<file path="src/design/imtc_pkg.sv">
// Shared types, codes and constants of the IPv4 address and netmask line classifier.
`default_nettype none

package imtc_pkg;

  // Result categories, also the index of the counter each one bumps (CAT_IGNORED bumps none).
  localparam logic [2:0] CAT_A       = 3'd0;
  localparam logic [2:0] CAT_B       = 3'd1;
  localparam logic [2:0] CAT_C       = 3'd2;
  localparam logic [2:0] CAT_D       = 3'd3;
  localparam logic [2:0] CAT_E       = 3'd4;
  localparam logic [2:0] CAT_INVALID = 3'd5;
  localparam logic [2:0] CAT_IGNORED = 3'd6;

  // The private-range counter sits after the five classes and the invalid count.
  localparam logic [2:0] IDX_PRIVATE = 3'd6;
  localparam int unsigned NUM_COUNTERS = 7;

  // Characters of the line syntax.
  localparam logic [7:0] CHAR_ZERO  = 8'h30;
  localparam logic [7:0] CHAR_NINE  = 8'h39;
  localparam logic [7:0] CHAR_DOT   = 8'h2E;
  localparam logic [7:0] CHAR_TILDE = 8'h7E;

  localparam logic [11:0] OCTET_MAX   = 12'd255;
  localparam logic [7:0]  OCTET_LOOP  = 8'd127;
  localparam logic [7:0]  OCTET_PRIV_A = 8'd10;
  localparam logic [7:0]  OCTET_PRIV_B = 8'd172;
  localparam logic [7:0]  OCTET_PRIV_C = 8'd192;
  localparam logic [7:0]  OCTET_PRIV_C2 = 8'd168;

  localparam int unsigned COUNT_WIDTH_DEFAULT = 32;
  localparam int unsigned QUEUE_DEPTH_DEFAULT = 4;
  localparam int unsigned OUT_COUNT_WIDTH     = 32;

  // One classified line as it travels from the parser to the counters.
  typedef struct packed {
    logic [2:0] category;
    logic       is_private;
  } line_res_t;

endpackage

`default_nettype wire

</file>
<file path="src/design/imtc_front.sv">
// Character parser and line classifier: one character per cycle while char_acc is high, one verdict per line.
`default_nettype none

module imtc_front
  import imtc_pkg::*;
(
  input  wire logic       clk,
  input  wire logic       rst_n,
  input  wire logic       char_acc,
  input  wire logic [7:0] char_code,
  input  wire logic       end_of_line,
  output line_res_t       res,
  output logic            res_push
);

  typedef struct packed {
    logic [3:0]  field_number;
    logic [8:0]  field_value;
    logic        digit_seen;
    logic        line_error;
    logic [7:0]  first_octet;
    logic [7:0]  second_octet;
    logic [31:0] mask_word;
  } line_state_t;

  line_state_t st_r, st_nxt;

  function automatic line_state_t close_field(input line_state_t s);
    line_state_t o;
    logic [7:0]  v;
    o = s;
    v = s.field_value[7:0];
    if (s.field_number == 4'd0) begin
      o.first_octet = v;
    end else if (s.field_number == 4'd1) begin
      o.second_octet = v;
    end else if (s.field_number[3:2] == 2'b01) begin
      unique case (s.field_number[1:0])
        2'd0: o.mask_word[31:24] = s.mask_word[31:24] | v;
        2'd1: o.mask_word[23:16] = s.mask_word[23:16] | v;
        2'd2: o.mask_word[15:8]  = s.mask_word[15:8]  | v;
        2'd3: o.mask_word[7:0]   = s.mask_word[7:0]   | v;
        default: o.mask_word = s.mask_word;
      endcase
    end
    if (s.field_number != 4'hF) begin
      o.field_number = s.field_number + 4'd1;
    end
    o.field_value = '0;
    o.digit_seen  = 1'b0;
    return o;
  endfunction

  function automatic logic mask_ok(input logic [31:0] m);
    logic [31:0] inv;
    inv = ~m;
    return (m != '0) && (m != '1) && ((inv & (inv + 32'd1)) == '0);
  endfunction

  line_state_t s;
  logic [11:0] new_value;
  logic        is_digit;
  logic        is_sep;
  line_res_t   verdict;

  always_comb begin
    s         = st_r;
    is_digit  = (char_code >= CHAR_ZERO) && (char_code <= CHAR_NINE);
    is_sep    = (char_code == CHAR_DOT) || (char_code == CHAR_TILDE);
    new_value = 12'(st_r.field_value) * 12'd10 + 12'(char_code - CHAR_ZERO);

    if (!st_r.line_error) begin
      if (is_digit) begin
        s.digit_seen = 1'b1;
        if (new_value > OCTET_MAX) begin
          s.line_error = 1'b1;
        end else begin
          s.field_value = new_value[8:0];
        end
      end else if (is_sep) begin
        if (st_r.digit_seen) begin
          s = close_field(st_r);
        end else begin
          s.line_error = 1'b1;
        end
      end else begin
        s.line_error = 1'b1;
      end
    end

    // The last field of a line is closed by the line end itself.
    if (end_of_line && !s.line_error && s.digit_seen) begin
      s = close_field(s);
    end

    verdict.is_private = 1'b0;
    if (s.line_error) begin
      verdict.category = CAT_INVALID;
    end else if ((s.first_octet == 8'd0) || (s.first_octet == OCTET_LOOP)) begin
      verdict.category = CAT_IGNORED;
    end else if ((s.field_number < 4'd8) || !mask_ok(s.mask_word)) begin
      verdict.category = CAT_INVALID;
    end else begin
      priority if (s.first_octet <= 8'd126) begin
        verdict.category = CAT_A;
      end else if (s.first_octet <= 8'd191) begin
        verdict.category = CAT_B;
      end else if (s.first_octet <= 8'd223) begin
        verdict.category = CAT_C;
      end else if (s.first_octet <= 8'd239) begin
        verdict.category = CAT_D;
      end else begin
        verdict.category = CAT_E;
      end
      verdict.is_private =
        (s.first_octet == OCTET_PRIV_A) ||
        ((s.first_octet == OCTET_PRIV_B) && (s.second_octet >= 8'd16) &&
         (s.second_octet <= 8'd31)) ||
        ((s.first_octet == OCTET_PRIV_C) && (s.second_octet == OCTET_PRIV_C2));
    end

    st_nxt = st_r;
    if (char_acc) begin
      st_nxt = end_of_line ? line_state_t'('0) : s;
    end
  end

  assign res      = verdict;
  assign res_push = char_acc && end_of_line;

  always_ff @(posedge clk) begin
    if (!rst_n) begin
      st_r <= '0;
    end else begin
      st_r <= st_nxt;
    end
  end

  // Once a line has failed to parse, only its end may clear the error.
  a_error_sticks: assert property (@(posedge clk) disable iff (!rst_n)
    (char_acc && !end_of_line && st_r.line_error) |=> st_r.line_error)
    else $error("line error cleared before the end of the line");

endmodule

`default_nettype wire

</file>
<file path="src/design/imtc_queue.sv">
// Short queue of classified lines between the parser and the counter stage.
`default_nettype none

module imtc_queue
  import imtc_pkg::*;
#(
  parameter int unsigned DEPTH = QUEUE_DEPTH_DEFAULT
) (
  input  wire logic clk,
  input  wire logic rst_n,
  input  wire logic q_push,
  input  line_res_t q_in,
  output logic      q_full,
  input  wire logic q_pop,
  output line_res_t q_head,
  output logic      q_empty
);

  localparam int unsigned PTR_W = (DEPTH > 1) ? $clog2(DEPTH) : 1;
  localparam int unsigned CNT_W = $clog2(DEPTH + 1);
  localparam logic [PTR_W-1:0] LAST = PTR_W'(DEPTH - 1);

  line_res_t          mem [DEPTH];
  logic [PTR_W-1:0]   wr_ptr_r, wr_ptr_nxt;
  logic [PTR_W-1:0]   rd_ptr_r, rd_ptr_nxt;
  logic [CNT_W-1:0]   count_r, count_nxt;
  logic               do_push, do_pop;

  assign q_full  = (count_r == CNT_W'(DEPTH));
  assign q_empty = (count_r == '0);
  assign do_push = q_push && !q_full;
  assign do_pop  = q_pop && !q_empty;
  assign q_head  = mem[rd_ptr_r];

  always_comb begin
    wr_ptr_nxt = wr_ptr_r;
    rd_ptr_nxt = rd_ptr_r;
    count_nxt  = count_r;
    if (do_push) begin
      wr_ptr_nxt = (wr_ptr_r == LAST) ? '0 : wr_ptr_r + PTR_W'(1);
    end
    if (do_pop) begin
      rd_ptr_nxt = (rd_ptr_r == LAST) ? '0 : rd_ptr_r + PTR_W'(1);
    end
    if (do_push && !do_pop) begin
      count_nxt = count_r + CNT_W'(1);
    end else if (do_pop && !do_push) begin
      count_nxt = count_r - CNT_W'(1);
    end
  end

  always_ff @(posedge clk) begin
    if (do_push) begin
      mem[wr_ptr_r] <= q_in;
    end
  end

  always_ff @(posedge clk) begin
    if (!rst_n) begin
      wr_ptr_r <= '0;
      rd_ptr_r <= '0;
      count_r  <= '0;
    end else begin
      wr_ptr_r <= wr_ptr_nxt;
      rd_ptr_r <= rd_ptr_nxt;
      count_r  <= count_nxt;
    end
  end

  a_count_bound: assert property (@(posedge clk) disable iff (!rst_n)
    count_r <= CNT_W'(DEPTH))
    else $error("queue fill count above depth");

  a_count_push: assert property (@(posedge clk) disable iff (!rst_n)
    (q_push && !q_full && !q_pop) |=> (count_r == $past(count_r) + CNT_W'(1)))
    else $error("queue fill count missed a push");

endmodule

`default_nettype wire

</file>
<file path="src/design/imtc_back.sv">
// Saturating category counters and the result register.
`default_nettype none

module imtc_back
  import imtc_pkg::*;
#(
  parameter int unsigned COUNT_WIDTH = COUNT_WIDTH_DEFAULT
) (
  input  wire logic  clk,
  input  wire logic  rst_n,
  input  line_res_t  head,
  input  wire logic  head_valid,
  output logic       head_pop,
  output logic       out_valid,
  input  wire logic  out_pop,
  output logic [2:0] out_category,
  output logic       out_is_private,
  output logic [OUT_COUNT_WIDTH-1:0] out_counts [NUM_COUNTERS]
);

  logic [COUNT_WIDTH-1:0]     cnt_r   [NUM_COUNTERS];
  logic [COUNT_WIDTH-1:0]     cnt_nxt [NUM_COUNTERS];
  logic [OUT_COUNT_WIDTH-1:0] snap_r  [NUM_COUNTERS];
  logic [63:0]                wide    [NUM_COUNTERS];
  logic                       valid_r;
  logic [2:0]                 cat_r;
  logic                       priv_r;
  logic                       load;

  // A new line moves in when the result slot is free or being emptied now.
  assign load     = head_valid && (!valid_r || out_pop);
  assign head_pop = load;

  always_comb begin
    for (int k = 0; k < NUM_COUNTERS; k++) begin
      cnt_nxt[k] = cnt_r[k];
      if ((((head.category == 3'(k)) && (head.category != CAT_IGNORED)) ||
           ((3'(k) == IDX_PRIVATE) && head.is_private)) && (cnt_r[k] != '1)) begin
        cnt_nxt[k] = cnt_r[k] + COUNT_WIDTH'(1);
      end
      wide[k] = 64'(cnt_nxt[k]);
    end
  end

  always_ff @(posedge clk) begin
    if (!rst_n) begin
      valid_r <= 1'b0;
      for (int k = 0; k < NUM_COUNTERS; k++) begin
        cnt_r[k] <= '0;
      end
    end else begin
      if (load) begin
        valid_r <= 1'b1;
        for (int k = 0; k < NUM_COUNTERS; k++) begin
          cnt_r[k] <= cnt_nxt[k];
        end
      end else if (out_pop) begin
        valid_r <= 1'b0;
      end
    end
  end

  always_ff @(posedge clk) begin
    if (load) begin
      cat_r  <= head.category;
      priv_r <= head.is_private;
      for (int k = 0; k < NUM_COUNTERS; k++) begin
        snap_r[k] <= wide[k][OUT_COUNT_WIDTH-1:0];
      end
    end
  end

  assign out_valid      = valid_r;
  assign out_category   = cat_r;
  assign out_is_private = priv_r;
  assign out_counts     = snap_r;

  a_ignored_no_count: assert property (@(posedge clk) disable iff (!rst_n)
    (load && (head.category == CAT_IGNORED)) |=>
      ((cnt_r[CAT_A] == $past(cnt_r[CAT_A])) &&
       (cnt_r[CAT_INVALID] == $past(cnt_r[CAT_INVALID])) &&
       (cnt_r[IDX_PRIVATE] == $past(cnt_r[IDX_PRIVATE]))))
    else $error("ignored line changed a counter");

  a_private_class: assert property (@(posedge clk) disable iff (!rst_n)
    (valid_r && priv_r) |->
      ((cat_r == CAT_A) || (cat_r == CAT_B) || (cat_r == CAT_C)))
    else $error("private flag on a line outside classes A to C");

endmodule

`default_nettype wire

</file>
<file path="src/design/ipv4_mask_text_classifier.sv">
// Top level of the IPv4 address and netmask line classifier.
`default_nettype none

// The block reads text lines of the form "a.b.c.d~m.m.m.m" one character per
// item and gives one result for each line, at the character flagged as the end
// of the line. A character is taken in every cycle in which push is high and
// full is low, so a stream runs at one character per clock; the parser closes
// the last field, checks the mask and classifies the address in the same cycle
// as the closing character. Each verdict then waits in a QUEUE_DEPTH-entry
// queue (four by default), and a counter stage bumps the saturating counters
// and loads the result register, where the result of a line shows on the out_
// ports and stays until popped. The category is 0 to 4 for classes A to E, 5
// for a line with a parse error, fewer than eight fields or a bad mask, and 6
// for a line whose first octet is 0 or 127 (such lines leave the counters alone
// unless they failed to parse). Full rises only once the queue holds QUEUE_DEPTH
// finished lines that the consumer has not yet taken; characters that do not
// end a line are held back at that point as well. The counters are COUNT_WIDTH
// bits wide, saturate at their maximum and are shown in 32 bits.

module ipv4_mask_text_classifier
  import imtc_pkg::*;
#(
  parameter int unsigned COUNT_WIDTH = COUNT_WIDTH_DEFAULT,
  parameter int unsigned QUEUE_DEPTH = QUEUE_DEPTH_DEFAULT
) (
  input  wire logic        clk,
  input  wire logic        rst_n,
  input  wire logic        push,
  output logic             full,
  input  wire logic [7:0]  in_char_code,
  input  wire logic        in_end_of_line,
  output logic             empty,
  input  wire logic        pop,
  output logic [2:0]       out_category,
  output logic             out_is_private,
  output logic [31:0]      out_count_class_a,
  output logic [31:0]      out_count_class_b,
  output logic [31:0]      out_count_class_c,
  output logic [31:0]      out_count_class_d,
  output logic [31:0]      out_count_class_e,
  output logic [31:0]      out_count_invalid,
  output logic [31:0]      out_count_private
);

  line_res_t                  line_res;
  line_res_t                  q_head;
  logic                       line_push;
  logic                       q_full;
  logic                       q_empty;
  logic                       q_pop;
  logic                       char_acc;
  logic                       out_valid;
  logic [OUT_COUNT_WIDTH-1:0] counts [NUM_COUNTERS];

  // Every character waits on the queue, so that a line end is never refused
  // after the characters before it went through.
  assign full     = q_full;
  assign char_acc = push && !q_full;

  imtc_front u_front (
    .clk         (clk),
    .rst_n       (rst_n),
    .char_acc    (char_acc),
    .char_code   (in_char_code),
    .end_of_line (in_end_of_line),
    .res         (line_res),
    .res_push    (line_push)
  );

  imtc_queue #(
    .DEPTH (QUEUE_DEPTH)
  ) u_queue (
    .clk     (clk),
    .rst_n   (rst_n),
    .q_push  (line_push),
    .q_in    (line_res),
    .q_full  (q_full),
    .q_pop   (q_pop),
    .q_head  (q_head),
    .q_empty (q_empty)
  );

  imtc_back #(
    .COUNT_WIDTH (COUNT_WIDTH)
  ) u_back (
    .clk            (clk),
    .rst_n          (rst_n),
    .head           (q_head),
    .head_valid     (!q_empty),
    .head_pop       (q_pop),
    .out_valid      (out_valid),
    .out_pop        (pop),
    .out_category   (out_category),
    .out_is_private (out_is_private),
    .out_counts     (counts)
  );

  assign empty             = !out_valid;
  assign out_count_class_a = counts[CAT_A];
  assign out_count_class_b = counts[CAT_B];
  assign out_count_class_c = counts[CAT_C];
  assign out_count_class_d = counts[CAT_D];
  assign out_count_class_e = counts[CAT_E];
  assign out_count_invalid = counts[CAT_INVALID];
  assign out_count_private = counts[IDX_PRIVATE];

endmodule

`default_nettype wire

</file>
<file path="config.mk">
export PLATFORM = sky130hd
export DESIGN_NAME = ipv4_mask_text_classifier
export DESIGN_NICKNAME = d
export VERILOG_FILES = /design/src/design/imtc_pkg.sv /design/src/design/imtc_front.sv /design/src/design/imtc_queue.sv /design/src/design/imtc_back.sv /design/src/design/ipv4_mask_text_classifier.sv
export SDC_FILE = /design/constraint.sdc
export NUM_CORES = 1
export LEC_CHECK = 0
export BUFFER_PORTS_ARGS = -buffer_cell sky130_fd_sc_hd__buf_2
export CAP_MARGIN = 20
export CORE_ASPECT_RATIO = 0.6
export CORE_MARGIN = 1.5
export CORE_UTILIZATION = 30
export CTS_CLUSTER_SIZE = 20
export DETAILED_ROUTE_END_ITERATION = 8
export GPL_TIMING_DRIVEN = 0
export SLEW_MARGIN = 30
export SYNTH_ARGS = -nofsm -noshare
export SYNTH_HDL_FRONTEND = slang
export SYNTH_SLANG_ARGS = --single-unit
</file>
<file path="constraint.sdc">
create_clock -name clk -period 7.86 [get_ports clk]
set_clock_uncertainty 0.15 [all_clocks]
set_input_delay 0 -clock clk [delete_from_list [all_inputs] [get_ports clk]]
set_output_delay 0 -clock clk [all_outputs]
set_load 0.01 [all_outputs]
</file>
Yosys cells after proc, flatten, opt, wreduce, memory -nomap -nowiden. Memories as Yosys holds them, arrays and structs flattened. A register that Yosys moved wholly into a read port is not among the register bits. Cells that the tools add are included.

Add/subtract/negate cells: 16. $mul: 1. Magnitude comparators: 10. Equal/unequal tests: 39. Muxes and demuxes: 72. Bitwise operators: 17. Reductions and logical operators: 57.

Operators by type and width (number): 32-bit two-way mux (18); 32-bit by 1-bit adder with 32-bit output, second input constant (8); 32-bit inequality test, second input constant (8); 63-bit two-way mux (3); 48-bit two-way mux (3); 8-bit two-way mux (12); 40-bit two-way mux (2); 8-bit bitwise OR (8); 32-bit AND (1); 32-bit zero test (1); 32-bit NOT (1); 32-bit nonzero test (1); 1-bit logical AND (29); 14-bit two-way mux (2); 3-bit two-way mux (9); 8-bit == test, second input constant (3); 8-bit <= comparator, second input constant (3); 8-bit by 7-bit == test with 1-bit output, second input constant (2); 1-bit two-way mux (14); 12-bit adder (1); 2-bit == test, second input constant (6); 3-bit == test, second input constant (4); 12-bit by 8-bit greater-than comparator with 1-bit output, second input constant (1); 4-bit two-way mux (3); 33 further kinds (69).

Register bits: 299. Memory bits (writable): 240. Input bits: 13. Output and inout port bits: 230. Word-level logic and storage cells: 235. Memories kept: 2.

Memories: u_back.cnt_r (depth 7, bits a word 32, read ports 7, clocked after Yosys merged registers in 0, write ports 7, line imtc_back.sv:21) `logic [COUNT_WIDTH-1:0] cnt_r [NUM_COUNTERS];`; u_queue.mem (depth 4, bits a word 4, read ports 1, clocked after Yosys merged registers in 1, write ports 1, line imtc_queue.sv:23) `line_res_t mem [DEPTH];`.

Longest topological paths before layout. Gate-level depths: netlist of the first run.

Word-level depth: 25. Mapped depth: 24. Depth with buffers taken out: 22.

Modules after synthesis. From an unflattened synthesis of the first run, not the netlist that was laid out.

Cells, all modules: 2742. Area, all modules: 29642.2 µm².

By module, submodules not included: imtc_back (times used 1, cells each 1890, area an instance 22645.5 µm², sequential area each 13593.0 µm²); imtc_front (times used 1, cells each 778, area an instance 5924.4 µm², sequential area each 1261.2 µm²); imtc_queue (times used 1, cells each 71, area an instance 1051.0 µm², sequential area each 660.6 µm²); ipv4_mask_text_classifier (times used 1, cells each 3, area an instance 21.3 µm², sequential area each 0.0 µm²).

Worst setup path after synthesis of the first run. Ideal clock, no wire load.

Kind: reg-to-reg. Start point: reg u_queue.count_r[0]. End point: mem u_back.cnt_r[0][10] in the netlist's numbering (data pin). Library setup time: 0.141 ns. Data arrival time: 6.049 ns. Required time: 7.569 ns. Slack: 1.520 ns. Cell stages (with the launch flop): 8. Path buffers: 2. Period minus slack after synthesis: 6.340 ns. Cells stage by stage: dfxtp_1 nor3_1 a21o_1 inv_1 nand2_1 clkbuf_1 clkbuf_1 nor2b_1.

RTL lines: from (decl) (line imtc_queue.sv:26) `logic [CNT_W-1:0] count_r, count_nxt;`; from (signal assigned) (line imtc_queue.sv:66) `count_r <= count_nxt;`; to (decl) (line imtc_back.sv:21).

==> results of run 1 <==
cell families after synthesis:
kind of cell    after synthesis  synth area share, %
mux                          50                 2.18
flops                       541                 59.7
simple gates                925                 19.4
fa+ha+maj                    50                 2.49
compound gates              262                 6.55
buf+inv                     124                 1.81
xor+xnor                    234                 7.88
final cells by class:
cell class,instances,area (sq um),area share [%]
Sequential cell,541,15500,50.0
Multi-Input combinational cell,1521,10000,32.4
Timing Repair Buffer,260,1510,4.88
Clock buffer,64,1450,4.68
Tap cell,1147,1440,4.63
Clock inverter,40,573,1.85
Buffer,76,292,0.940
Inverter,48,188,0.605
power groups by stage:
| stage | logic [W] | registers (W) | clock network, W |
|---|---|---|---|
| 6_report | 0.00291 | 0.00548 | 0.00292 |
| 3_3_place_gp | 0.00262 | 0.00570 | 0 |
| 5_1_grt | 0.00318 | 0.00562 | 0.00312 |
| 2_1_floorplan | 0.00126 | 0.00593 | 0 |
| 4_1_cts | 0.00297 | 0.00549 | 0.00301 |
| 3_5_place_dp | 0.00295 | 0.00553 | 0 |
worst min-delay path: stages:
cell and delay [ns]:
buf_2 0.17, nor2_1 0.09, nand3_1 0.15, nor2_1 0.12, a22oi_1 0.19, nor2b_1 0.06
metrics by stage:
stage          setup WS [ns]  util (%)  instance area [sq um]  instances
2_1_floorplan           1.52         -                  26000       2186
3_3_place_gp           -2.04      33.4                  28600       3574
3_5_place_dp           0.680      33.7                  28900       3582
4_1_cts                0.668      36.2                  31000       3697
5_1_grt                0.129      36.2                  31000       3697
6_report               0.314      36.2                  31000       3697
synthesized netlist by cell type (all sizes together), types with 64 or more instances:
cell,number
a21oi,76
and2,75
and3,64
clkbuf,69
dfxtp,73
edfxtp,468
nand2,166
nand3,98
nor2,125
nor2b,235
xnor2,141
xor2,93
layer usage:
layer / vias up / share of wire (%)
met4: 0 / 1.6
met2: 575 / 39
met1: 8800 / 51
met5: - / 0
li1: 8545 / -
met3: 76 / 8.5
sequential cells by signal (all words and copies together), names as in the netlist, named ones only:
name	count
u_queue.count_r	3
u_back.out_category	3
u_back.cnt_r	224
u_queue.mem	16
u_back.out_is_private	1
u_queue.wr_ptr_r	2
u_queue.rd_ptr_r	2
u_front.st_r	63
u_back.out_counts	224
u_back.out_valid	1
cells in the final DEF, fill, tap and decap left out, types with 6 or more instances in the layout:
| cell | n |
|---|---|
| a211oi_1 | 6 |
| a21o_1 | 16 |
| a21oi_1 | 75 |
| a22oi_1 | 25 |
| a31oi_1 | 21 |
| and2_1 | 75 |
| and3_1 | 64 |
| and4_1 | 12 |
| buf_2 | 246 |
| bufinv_16 | 11 |
| clkbuf_1 | 74 |
| clkbuf_16 | 55 |
| clkinv_1 | 7 |
| clkinv_2 | 10 |
| dfxtp_1 | 73 |
| dlygate4sd3_1 | 11 |
| edfxtp_1 | 468 |
| ha_1 | 47 |
| inv_1 | 47 |
| mux2_2 | 14 |
| mux2i_1 | 32 |
| nand2_1 | 164 |
| nand2b_1 | 8 |
| nand3_1 | 98 |
| nand4_1 | 45 |
| nor2_1 | 125 |
| nor2b_1 | 235 |
| nor3_1 | 33 |
| nor4_1 | 7 |
| o21a_1 | 8 |
| o21ai_0 | 47 |
| o22ai_1 | 6 |
| o31ai_1 | 7 |
| or2_2 | 17 |
| or3_1 | 7 |
| xnor2_1 | 141 |
| xor2_1 | 93 |
timing repair:
item,CTS,global route
hold endpoints to repair,21,0
setup endpoints to repair,0,0
hold buffers,11,0
buffers inserted,0,0
how the worst min path moves through the flow:
| stage | endpoint | slack, ns | depth (start not counted) |
|---|---|---|---|
| 6_report | u_front.st_r[49] | 0.08 | 6 |
| 2_1_floorplan | u_back.out_valid | 0.04 | 3 |
| 3_5_place_dp | u_back.out_valid | 0.17 | 4 |
| 3_3_place_gp | u_back.out_valid | 0.16 | 4 |
| 4_1_cts | u_front.st_r[49] | 0.02 | 6 |
| 5_1_grt | u_front.st_r[49] | 0.15 | 6 |
==> impl_metrics.ini, run 1 <==
[setup_path]
crit_cells = 23
critPathBufInv = 1
rr_worst_depth = 23
cp-end-kind = flop
start_kind = flop
critical_path.max_fanout = 10
r2r_start = u_front.st_r[51]
cp_slowest_cell = dfxtp_1
required_ns = 7.97
cp_cell_sequence = ha_1 -> ha_1 -> fa_1 -> a21o_1 -> a21oi_1 -> o21bai_1 -> a21oi_1 -> xnor2_1 -> ha_1 -> or3_1 -> a21oi_1 -> nand3_1 -> o211a_1 -> o2111ai_1 -> nor3_2 -> buf_2 -> mux2i_1 -> a221oi_1 -> o211ai_1 -> nor4_1 -> o2111ai_1 -> and4bb_1 -> o2111ai_1
crit_end = u_queue.mem[0][3]
crit_family = compound AO/OA/AOI/OAI gates
crit_arrival_ns = 7.65
cp-startpoint = u_front.st_r[51]
crit_path_max_incr_delay_ns = 0.77
r2r_setup_slack_ns = 0.31
path_class = reg -> reg
timing.rr.end = u_queue.mem[0][3]

[global_routing]
grt.busiest_layer = met1
grtUsageMet1_pct = 25.1
grt_util_met3_pct = 4.45
grt_pass1_vias = 16700
track_usage_pct = 15.7
grt_use_met2_pct = 20.4
grt_pass1_wl_um = 106000
grt_max_degree = 78
grt_overflow = 0
grt_antenna_before_repair = 2

[detailed_routing]
antenna_left = 0
drc_errors = 0
dr.pass1.iters = 6
viasPerCell = 4.87
drt_iter0_markers = 1446
post_drt_wl_per_cell_um = 19.2
vias = 18000
wirelength_um = 71000

[place]
io_buffer_count = 241
gp_congestion = 0.929
dpl.hpwl_um = 51200

[synth]
synth_edf_count = 468
synthesis.area_sq_um = 26000
yosysUniqueCellTypes = 76
synth.top_cell.area_share_pct = 54.0
yosysSeqAreaShare_pct = 59.7
synthArstFlopShare_pct = 0
synth_top_cell_by_area = edfxtp_1
avgSynthCellArea_sq_um = 11.9
synth_area_leaders = edfxtp_1 54%, nor2b_1 5.7%, dfxtp_1 5.6%
yosys_warnings = 0
ys_seq_elements = 541
netlist_instances = 2186
synthFlopType = edfxtp_1
syn-num-nets = 2249

[sta]
rsz0062_at_grt = no
max_freq_ghz = 0.133
max_slew_margin_pct = 33.9
setup_violations = 0
period_share_pct = 96.0
fin_crit_ns = 7.55
hold_viol_final = 0
slew_violations = 0
hold_slack_ns = 0.0772
setup_tns_ns = 0
tightestPinTransition_ns = 0.992

[clocking]
cts-root-buf = clkbuf_16
cts.path.max_buffers = 3
post_cts_resize_count = 0
clk_latency_ns = 0.63
h-tree-depth = 2
clock-sinks = 541
clk_pin_slew_ns = 0.07
cts_tree = done
cts_made_buffers = 55

[power]
vdd_drop_max_v = 0.000188
swShare_pct = 33.0
clock_power_share_pct = 25.8
power.total_w = 0.0113
p_switching_w = 0.00373
p_int_w = 0.00758
power_density_nw_per_um2 = 365
p_leak_nw = 11.8
p_comb_share_pct = 25.7
seqPwrFrac_pct = 48.5

[cells_and_area]
drive_gt1_share_pct = 15.7
layout.nets = 2566
area_growth_syn_to_layout_pct = 19.2
diodes = 0
fillers = 8417

[status]
outcome = finished, final reports clean

[floorplanning]
num_io_pins = 243
core_sq_um = 85700
placementRows = 83
start_util_pct = 30.4
die_w_um = 383
die_h_um = 231
dieArea_sq_um = 88500

[job]
max-cap-violations = 0

[worst_hold_path]
min_path_type = in -> reg
worstHoldStart = in_char_code[6]
No activity file was read; power rests on OpenSTA's default activity.
==> run 2, diff against run 1 <==
RECOVER_POWER = 25   (was unset)
==> run 2 against run 1 <==
The flow now finishes with violations (capacitance limit, slew limit). Non-clock buffer count stayed put. Maximum frequency is 1.3% higher. Worst setup slack better by 0.095 ns. Sequential cell count stayed put. Combinational power is 7% lower. Global-route usage stayed put. Sequential power is 0.9% higher. Clock power hardly changed.
==> impl_metrics.ini, run 2 (same netlist as run 1, synthesis figures left out) <==
[status]
outcome = finished, violations left
failed_checks = capacitance limit, slew limit

[global_routing]
grt_overflow = 0
track_usage_pct = 15.7
grt_max_degree = 78
grt_use_met2_pct = 20.4
grt_pass1_wl_um = 106000
grt.busiest_layer = met1
grt_antenna_before_repair = 2
grt_util_met3_pct = 4.45
grt_pass1_vias = 16700
grtUsageMet1_pct = 25.1

[cells_and_area]
final_cell_mix = 468 x edfxtp_1, 304 x clkbuf_1, 235 x nor2b_1
area_growth_syn_to_layout_pct = 18.0
layout.nets = 2566
diodes = 0
seq_area_sq_um = 15500
final_common_cell = edfxtp_1
stdcell_area_sq_um = 30700
multi_input_comb_area_sq_um = 10000
fillers = 8533
drive_gt1_share_pct = 6.63

[power]
vdd_drop_max_v = 0.000193
power_density_nw_per_um2 = 364
p_leak_nw = 11.1

[sta]
rsz0062_at_grt = no
hold_viol_final = 0
max_freq_ghz = 0.134
hold_slack_ns = 0.0731
max_slew_margin_pct = -161
tightestPinTransition_ns = 3.91
slew_violations = 110
fin_crit_ns = 7.45
period_share_pct = 94.8
setup_violations = 0

[floorplanning]
start_util_pct = 30.4
die_h_um = 231
core_sq_um = 85700
num_io_pins = 243
dieArea_sq_um = 88500
die_w_um = 383
placementRows = 83

[clocking]
clk_pin_slew_ns = 0.07
clock-sinks = 541
cts.path.max_buffers = 3
post_cts_resize_count = 0
clk_latency_ns = 0.64
cts_made_buffers = 55
h-tree-depth = 2
cts-root-buf = clkbuf_16
cts_setup_buffers = 0
cts_tree = done

[place]
detailed_place.area_sq_um = 28900
dpl.hpwl_um = 51200
gp_congestion = 0.929
io_buffer_count = 241

[setup_path]
start_kind = flop
rr_worst_depth = 22
cp-startpoint = u_front.st_r[51]
r2r_setup_slack_ns = 0.41
required_ns = 8.09
cp-end-kind = flop
timing.rr.end = u_queue.mem[1][1]
critical_path.max_fanout = 9
crit_end = u_queue.mem[1][1]
r2r_start = u_front.st_r[51]
crit_arrival_ns = 7.68
path_class = reg -> reg

[detailed_routing]
viasPerCell = 4.86
dr.pass1.iters = 5
wirelength_um = 71100
antenna_left = 0
vias = 18000
drt_iter0_markers = 1471
drc_errors = 0
post_drt_wl_per_cell_um = 19.2

[job]
max-cap-violations = 2

[worst_hold_path]
min_path_type = in -> reg
## run 2: cell types whose count changed in the layout (fill, tap and decap cells not counted)
cell | previous run | this run
buf_2 | 246 | 16
clkbuf_1 | 74 | 304
buf_16 | 5 | 4
clkinvlp_2 | 0 | 1
dlymetal6s4s_1 | 0 | 1
inv_8 | 2 | 1
nand2_1 | 164 | 165
nand2_4 | 1 | 0
## run 2: layout make-up
class / count / share of cell area [%]
timing repair buffer: 260 / 3.95
clock inverter: 40 / 1.87
multi-input combinational: 1521 / 32.7
buffer: 76 / 0.950
inverter: 48 / 0.591
tap: 1147 / 4.68
clock buffer: 64 / 4.73
sequential: 541 / 50.6
## run 2: routing by layer
| layer | up-vias | wire length [um] |
|---|---|---|
| li1 | 8551 | - |
| met1 | 8760 | 36400 |
| met2 | 576 | 27400 |
| met3 | 80 | 6100 |
| met4 | 0 | 1190 |
| met5 | - | 0 |
## run 2: through the flow
step | util (%) | cells | worst slack, ns | TNS (ns) | total power, W
2_1_floorplan | - | 2186 | 1.52 | 0 | 0.00719
4_1_cts | 36.2 | 3697 | 0.668 | 0 | 0.0115
3_3_place_gp | 33.4 | 3574 | -2.04 | -953.25 | 0.00833
6_report | 35.8 | 3697 | 0.409 | 0 | 0.0112
5_1_grt | 35.8 | 3697 | 0.129 | 0 | 0.0118
3_5_place_dp | 33.7 | 3582 | 0.680 | 0 | 0.00847
## run 2: critical path, stage by stage (launching register included)
cell,delay (ns)
dfxtp_1,0.75
ha_1,0.35
ha_1,0.23
fa_1,0.41
a21o_1,0.18
a21oi_1,0.24
o21bai_1,0.11
a21oi_1,0.19
xnor2_1,0.22
ha_1,0.26
or3_1,0.14
a21oi_1,0.05
nand3_1,0.11
o211a_1,0.17
o2111ai_1,0.34
nor4_2,0.72
nand2_1,0.27
o21ai_0,0.58
nand4_1,0.18
a2111oi_0,0.57
nand4_1,0.16
and4bb_1,0.37
a41oi_1,0.47
## run 2: worst min-delay path by stage
stage / from / end / slack (ns) / cells past startpoint
2_1_floorplan: pop / u_back.out_valid / 0.04 / 3
3_3_place_gp: pop / u_back.out_valid / 0.16 / 4
3_5_place_dp: pop / u_back.out_valid / 0.17 / 4
4_1_cts: in_char_code[6] / u_front.st_r[49] / 0.02 / 6
5_1_grt: in_char_code[1] / u_front.st_r[49] / 0.15 / 6
6_report: in_char_code[6] / u_front.st_r[49] / 0.07 / 6
## run 2: what timing repair did
item / CTS / global route
endpoints found under the setup margin: 0 / 0
hold endpoints to repair: 21 / 0
hold buffers: 11 / 0
## run 2: power by group
group	total (W)	switching (W)	internal, W	leakage [nW]
clock	0.00292	0.00122	0.00170	0.976
sequential	0.00553	0.000706	0.00483	5.46
combinational	0.00272	0.00182	0.000907	4.64
total	0.0112	0.00374	0.00744	11.1
